==> config.mk <==
export PLATFORM = sky130hd
export DESIGN_NAME = crpr_lane
export DESIGN_NICKNAME = d
export VERILOG_FILES = /design/src/rtl/core/crpr_pkg.sv /design/src/rtl/core/crpr_lane.sv
export SDC_FILE = /design/constraint.sdc
export NUM_CORES = 2
export LEC_CHECK = 0
export BUFFER_PORTS_ARGS = -buffer_cell sky130_fd_sc_hd__buf_2
export CORE_ASPECT_RATIO = 0.75
export CORE_MARGIN = 2
export CORE_UTILIZATION = 49
export DETAILED_ROUTE_END_ITERATION = 10
export PLACE_DENSITY = 0.63
export SLEW_MARGIN = 20
export SYNTH_ARGS = -nofsm -noshare
export SYNTH_HDL_FRONTEND = slang
export SYNTH_SLANG_ARGS = --single-unit
export TNS_END_PERCENT = 20
==> constraint.sdc <==
create_clock -name clk -period 10.3 [get_ports clk]
set_clock_uncertainty 0.05 [all_clocks]
set_input_delay 2.06 -clock clk [delete_from_list [all_inputs] [get_ports clk]]
set_output_delay 2.06 -clock clk [all_outputs]
set_load 0.01 [all_outputs]
==> src/rtl/core/crpr_pkg.sv <==
// Package for the Catmull-Rom point resampler.
// Holds the basis weight table, division constants and shared types.
// No dependencies.
`default_nettype none

package crpr_pkg;

    localparam int COORD_WIDTH_DEF  = 24;
    localparam int NUM_TAPS         = 4;
    localparam int WIN_DEPTH        = 3;
    localparam int SAMPLE_IDX_W     = 3;
    localparam logic [SAMPLE_IDX_W-1:0] LAST_SAMPLE_IDX = 3'd6;

    // Weights are the basis numerators halved; they sum to DIVISOR.
    localparam int WEIGHT_W         = 10;
    localparam int DIVISOR          = 343;
    localparam int ROUND_BIAS       = 171;
    // Magnitude of a weighted sum stays below 2^(COORD_WIDTH + HEAD_W).
    localparam int HEAD_W           = 8;
    // 2^RECIP_SHIFT is at least DIVISOR.
    localparam int RECIP_SHIFT      = 9;
    // Register stages of one coordinate lane.
    localparam int LANE_STAGES      = 5;

    typedef logic signed [WEIGHT_W-1:0] weight_t;
    typedef weight_t [NUM_TAPS-1:0] weight_set_t;

    typedef struct packed {
        logic advance;
    } crpr_ctrl_t;

    function automatic weight_set_t basis_weights(input logic [SAMPLE_IDX_W-1:0] j);
        weight_set_t w;
        case (j)
            3'd0:
            begin
                w[0] = WEIGHT_W'(0);   w[1] = WEIGHT_W'(343);
                w[2] = WEIGHT_W'(0);   w[3] = WEIGHT_W'(0);
            end
            3'd1:
            begin
                w[0] = WEIGHT_W'(-18); w[1] = WEIGHT_W'(327);
                w[2] = WEIGHT_W'(37);  w[3] = WEIGHT_W'(-3);
            end
            3'd2:
            begin
                w[0] = WEIGHT_W'(-25); w[1] = WEIGHT_W'(285);
                w[2] = WEIGHT_W'(93);  w[3] = WEIGHT_W'(-10);
            end
            3'd3:
            begin
                w[0] = WEIGHT_W'(-24); w[1] = WEIGHT_W'(226);
                w[2] = WEIGHT_W'(159); w[3] = WEIGHT_W'(-18);
            end
            3'd4:
            begin
                w[0] = WEIGHT_W'(-18); w[1] = WEIGHT_W'(159);
                w[2] = WEIGHT_W'(226); w[3] = WEIGHT_W'(-24);
            end
            3'd5:
            begin
                w[0] = WEIGHT_W'(-10); w[1] = WEIGHT_W'(93);
                w[2] = WEIGHT_W'(285); w[3] = WEIGHT_W'(-25);
            end
            3'd6:
            begin
                w[0] = WEIGHT_W'(-3);  w[1] = WEIGHT_W'(37);
                w[2] = WEIGHT_W'(327); w[3] = WEIGHT_W'(-18);
            end
            default:
            begin
                w[0] = WEIGHT_W'(0);   w[1] = WEIGHT_W'(343);
                w[2] = WEIGHT_W'(0);   w[3] = WEIGHT_W'(0);
            end
        endcase
        return w;
    endfunction

endpackage

`default_nettype wire

==> src/rtl/core/crpr_lane.sv <==
// One coordinate lane: weighted sum, rounding and division by the basis
// denominator through a split reciprocal multiply, then saturation. Depends on crpr_pkg.
`default_nettype none

module crpr_lane
    import crpr_pkg::*;
#(
    parameter int COORD_WIDTH = COORD_WIDTH_DEF
)
(
    input  logic                          clk,
    input  crpr_ctrl_t                    ctrl,
    input  weight_set_t                   weights,
    input  logic signed [COORD_WIDTH-1:0] taps [NUM_TAPS],
    output logic signed [COORD_WIDTH-1:0] result
);

    localparam int PW = COORD_WIDTH + WEIGHT_W;
    localparam int DW = COORD_WIDTH + HEAD_W;
    localparam int LW = DW / 2;
    localparam int HW = DW - LW;
    localparam int RW = DW + 1;
    localparam int FW = 2 * DW + 1;

    localparam logic [COORD_WIDTH-1:0] MAX_POS = {1'b0, {(COORD_WIDTH-1){1'b1}}};
    localparam logic [COORD_WIDTH-1:0] MIN_NEG = {1'b1, {(COORD_WIDTH-1){1'b0}}};
    // Reciprocal of DIVISOR scaled by 2^(DW + RECIP_SHIFT), rounded up.
    localparam logic [RW-1:0]          RECIP   =
        RW'(((64'd1 << (DW + RECIP_SHIFT)) + 64'(DIVISOR - 1)) / 64'(DIVISOR));

    logic signed [PW-1:0]    prod_reg [NUM_TAPS];
    logic signed [PW-1:0]    sum_reg;
    logic [DW-1:0]           mag_reg;
    logic                    neg_reg;
    logic [LW+RW-1:0]        lo_reg;
    logic [HW+RW-1:0]        hi_reg;
    logic                    neg_mul_reg;
    logic [COORD_WIDTH-1:0]  quo_reg;
    logic                    neg_quo_reg;
    logic [PW-1:0]           abs_val;
    logic [PW-1:0]           mag_val;
    logic [FW-1:0]           full_val;

    always_comb
    begin
        abs_val  = sum_reg[PW-1] ? PW'(-sum_reg) : PW'(sum_reg);
        mag_val  = abs_val + PW'(ROUND_BIAS);
        full_val = {hi_reg, {LW{1'b0}}} + FW'(lo_reg);
    end

    always_ff @(posedge clk)
    begin
        if (ctrl.advance)
        begin
            for (int k = 0; k < NUM_TAPS; k++)
            begin
                prod_reg[k] <= PW'($signed(weights[k])) * PW'(taps[k]);
            end
            sum_reg     <= prod_reg[0] + prod_reg[1] + prod_reg[2] + prod_reg[3];
            mag_reg     <= mag_val[DW-1:0];
            neg_reg     <= sum_reg[PW-1];
            lo_reg      <= (LW+RW)'(mag_reg[LW-1:0]) * (LW+RW)'(RECIP);
            hi_reg      <= (HW+RW)'(mag_reg[DW-1:LW]) * (HW+RW)'(RECIP);
            neg_mul_reg <= neg_reg;
            quo_reg     <= full_val[FW-1:DW+RECIP_SHIFT];
            neg_quo_reg <= neg_mul_reg;
        end
    end

    // Clamp the rounded quotient to the signed coordinate range.
    always_comb
    begin
        if (!neg_quo_reg)
        begin
            result = (quo_reg > MAX_POS) ? MAX_POS : quo_reg;
        end
        else
        begin
            result = (quo_reg > MIN_NEG) ? MIN_NEG : COORD_WIDTH'(-quo_reg);
        end
    end

endmodule

`default_nettype wire

# Word-level counts from Yosys, hierarchy flattened
# Memories as Yosys holds them, arrays and structs flattened.
# Index checks and enable logic that the tools add are counted.
[word_totals]
regBits = 189
ramBits = 136
input_bits = 138
mem_count = 1
[mem_list]
columns = ["memory", "words", "width", "read_ports", "rd_ports_with_merged_regs", "wr", "line", "rtl"]
rows = [
  ["prod_reg", 4, 34, 4, 0, 4, "crpr_lane.sv:31", "logic signed [PW-1:0] prod_reg [NUM_TAPS];"],
]
[classes]
add_sub_neg = 7
n_mul = 6
magnitude_cmp = 2
n_mux = 6
[ops]
columns = ["op", "count"]
rows = [
  ["$mul 10x24->34", 4],
  ["$add 34x34->34", 3],
  ["$mul 16x32->48 const B", 2],
  ["$mux 24", 3],
  ["$add 65x49->65", 1],
  ["$add 32x8->32 const B", 1],
  ["$mux 32", 1],
  ["$neg 32->32", 1],
  ["$gt 24x23->1 const B", 1],
  ["$gt 24x24->1 const B", 1],
  ["$neg 24->24", 1],
  ["$mux 1", 2],
]

# Longest topological paths before layout
# An unclocked memory read counts as a cell.
[depth]
depth_word = 4
depth_mapped = 23
mapped_depth_nobuf = 23

# Worst setup path after synthesis
# OpenSTA, ideal clock, no wires.
[synth_timing]
kind = "input to register"
startpoint = "input weights[11] (netlist bit)"
endpoint = "memory prod_reg[1][33] (netlist bit) (data pin)"
setup_ns = 0.260
t_arrival_ns = 7.439
setup_slack_ns = 2.551
path_stages = 20
n_path_buf = 1
path_cell_list = "clkbuf_1 nand2_1 fa_1 inv_1 fa_1 inv_1 fa_1 fa_1 inv_1 fa_1 ha_1 or4_1 o211a_1 a41oi_1 nor3_1 o41a_1 a311oi_1 o31ai_1 a21oi_1 xnor2_1"
[synth_lines]
columns = ["element", "line", "rtl"]
rows = [
  ["start: declaration", "crpr_lane.sv:13", "input weight_set_t weights,"],
  ["end: declaration", "crpr_lane.sv:31", ""],
]

==> flow_summary.rst <==
.. list-table::
   :header-rows: 1

   * - Metric
     - Value
   * - Routability Congestion
     - 0.8986
   * - Number of post-CTS setup repair buffers
     - 0
   * - Area of the mapped netlist
     - 0.06431 mm²
   * - Total Routing Usage GR
     - around 23%
   * - Pin count of the biggest net entering global routing
     - 112
   * - Post-cts sizing count
     - 0
   * - Area growth from synthesis to layout
     - 5.469%
   * - Type of the worst setup path
     - in -> reg
   * - Number of synthesis warnings
     - 0
   * - Share of the clock period used by the worst path
     - around four fifths
   * - Startpoint of the most critical hold path
     - neg_mul_reg
   * - Hold-fix buffers, CTS
     - 0
   * - CTS max path bufs
     - 3
   * - Buffer type at the clock tree root
     - clkbuf_16
   * - Setup TNS after final layout
     - 0 ps
   * - Post-DP HPWL
     - 124,100 µm
   * - Initial Utilization
     - 49.23%
   * - Cells after Synth
     - 6,597
   * - Main synth FF type
     - edfxtp_1
   * - Clock tree from TritonCTS
     - done
   * - Sink Count
     - between 300 and 400
   * - Antenna violations before repair
     - 15
   * - Top achievable clock speed
     - 121.6 MHz
   * - Slew of the pin with the lowest slew margin
     - approximately 950 ps
   * - Register bit count reported by yosys
     - between 300 and 400
   * - Fraction of post-synthesis cell area in the top cell type by area
     - 36.54%
   * - Clock edge transition at the registers on the reported setup and hold paths
     - about 70 ps
   * - Fin. Hold Viols
     - 0
   * - Average wire length per cell after detail routing
     - about 17 µm
   * - Post-route standard cell area excluding fillers
     - approximately 0.068 mm²
   * - Count of flip-flops with a built-in enable after synthesis
     - 308
   * - WP data required
     - 10,580 ps
   * - Width of the die
     - 422.3 µm
   * - Final setup slack of the worst path
     - a little over 2000 ps
   * - Core Area
     - ~0.13 mm²
   * - Cell type with the highest aggregate area in the netlist
     - fa_1
   * - Count of final max-slew check failures
     - 0
   * - Leading cell types by count after synthesis
     - inv_1 (1,488), fa_1 (1,174), ha_1 (752)
   * - Mean cell area of the mapped netlist
     - around 9.7 µm²
   * - Final setup viols
     - 0
   * - Number of nets still failing antenna checks after routing
     - 0
   * - RR Startpoint
     - mag_reg[23]
   * - Final layout net count
     - about 8,700
   * - Share of layout cells above drive strength 1
     - 3.937%
   * - Most common cell in the netlist
     - inv_1
   * - Via count of the routed design
     - ~44,000
   * - Post-layout minimum cycle time
     - around 8000 ps
   * - Boundary pin count
     - about 160
   * - Post-synth net total
     - about 8,700
   * - Maximum net fanout on the critical path
     - 24
   * - Cell types occupying the most area after synthesis
     - fa_1 (37%), ha_1 (15%), edfxtp_1 (14%), inv_1 (8.7%), and2_1 (4.3%)
   * - Type of origin of the critical path
     - input pin
   * - Outcome
     - finished clean
   * - Number of flip-flops in the largest register
     - approximately 140
   * - Detailed-router iteration count before antenna repair
     - 5
   * - Unique cell type count in the Yosys netlist
     - 93
   * - Total global routing overflow
     - 0
   * - Number of buffers inserted during clock tree synthesis
     - 35
   * - Placed cell area
     - between 0.06 and 0.07 mm²
   * - Slew margin rel.
     - about a third
   * - Crit path capture type
     - flop
   * - Wire length reported by the detailed router
     - 146,200 µm
   * - Post-placement setup slack
     - 1566 ps
   * - IO buf count
     - 161
   * - Async set or reset register ratio after synthesis
     - 0%
   * - Path category of the worst min-delay check
     - reg -> reg
   * - Post-route DRC
     - 0
   * - Maximum level of the CTS H-tree
     - 2
   * - Insertion delay to the later sink of the worst-skew pair
     - about 600 ps
   * - Iter 0 DRT Violations
     - ~2,600
   * - Arrival time at the worst endpoint
     - 8500 ps
   * - Via density
     - ~5.3
   * - Number of global-route vias before repair
     - around 47,000
   * - Chip height
     - about 320 µm
   * - Critical path launch point
     - weights[21]
   * - Num rows
     - ~120
   * - Portion of the post-synthesis area used by sequential elements
     - 14.38%
   * - Unrepaired setup endpoints after global routing
     - no
   * - Hold Worst Slack
     - 388.6 ps
   * - Global-route wire length before repair
     - 245,700 µm
   * - Number of max-cap violations
     - 0
   * - Die footprint
     - between 0.1 and 0.15 mm²
==> worst max-delay path, stage by stage <==
cell and delay [ps]:
buf_2 390, nand2_1 150, fa_1 580, inv_1 60
fa_1 510, inv_1 60, fa_1 480, fa_1 490
inv_1 50, fa_1 440, ha_1 350, and3_1 210
a221oi_1 550, o21ai_0 300, o21ai_0 570, o311a_1 340
a311oi_1 170, nor3_1 320, o41ai_1 140, a21oi_1 180
xnor2_1 80
==> cell type report <==
class / count / area [µm²]
fill: 12010 / 62820
tap: 1755 / 2196
multi-input combinational: 4597 / 48690
clock inverter: 20 / 247.7
timing repair buffer: 173 / 905.9
inverter: 1491 / 5597
antenna: 10 / 25.02
clock buffer: 41 / 919.6
sequential: 308 / 9249
==> per-layer routing <==
metal / vias to the layer above / part of all wire, % / global-route usage [%]
met1: 22340 / 46 / 32.32
met5: - / 0.038 / 0
met3: 182 / 5.8 / 3.941
li1: 20700 / - / -
met2: 1033 / 45 / 35.72
met4: 10 / 2.8 / 6.079
==> kinds of logic (layout without fill, tap and decap cells) <==
logic type / Yosys count / count (layout) / share of synthesized area (%)
compound gates: 756 / 756 / 7.813
xor+xnor: 324 / 324 / 4.412
mux: 5 / 5 / 0.07976
flops: 308 / 308 / 14.38
simple gates: 1586 / 1586 / 12.23
fa+ha+maj: 1926 / 1926 / 51.17
buf+inv: 1692 / 1725 / 9.910
other cells: 0 / 10 / 0
==> layout by cell type (no fill, tap or decap), types with 10 or more instances in the layout <==
cell type     n
nor2b_1      29
fa_1       1174
a211oi_1     28
buf_2       160
o21a_1       32
a21boi_0     11
o211ai_1     12
nor4_1       10
a31oi_1      19
nor2_1      231
nand2b_1     62
o41ai_1      11
o21bai_1     35
nand3_1      70
or3_1        17
a21o_1      119
nor3_1       42
inv_1      1488
and3_1       24
o21ai_0     136
nand2_1     587
a221oi_1     11
ha_1        752
diode_2      10
clkbuf_16    36
edfxtp_1    308
o31ai_1      21
buf_4        12
nand4_1      26
xor2_1      103
a21oi_1     209
xnor2_1     221
and2_1      439
==> path summary, 6_finish.rpt <==
path,slack [ps],cells past startpoint,end
worst max-delay path,2080,21,prod_reg[2][33]
worst min-delay path,390,0,neg_quo_reg
worst max register to register,3030,19,hi_reg[47]
worst min register to register,390,0,neg_quo_reg
==> per-stage QoR <==
step | utilization (%) | std cells
5_1_grt | 51.92 | 8395
2_1_floorplan | - | 6597
6_report | 51.92 | 8395
3_3_place_gp | 51.01 | 8324
4_1_cts | 51.90 | 8385
3_5_place_dp | 51.01 | 8324
Power is not shown: default switching activity piles up to over one toggle a cycle in this logic, so the estimate is an artifact.
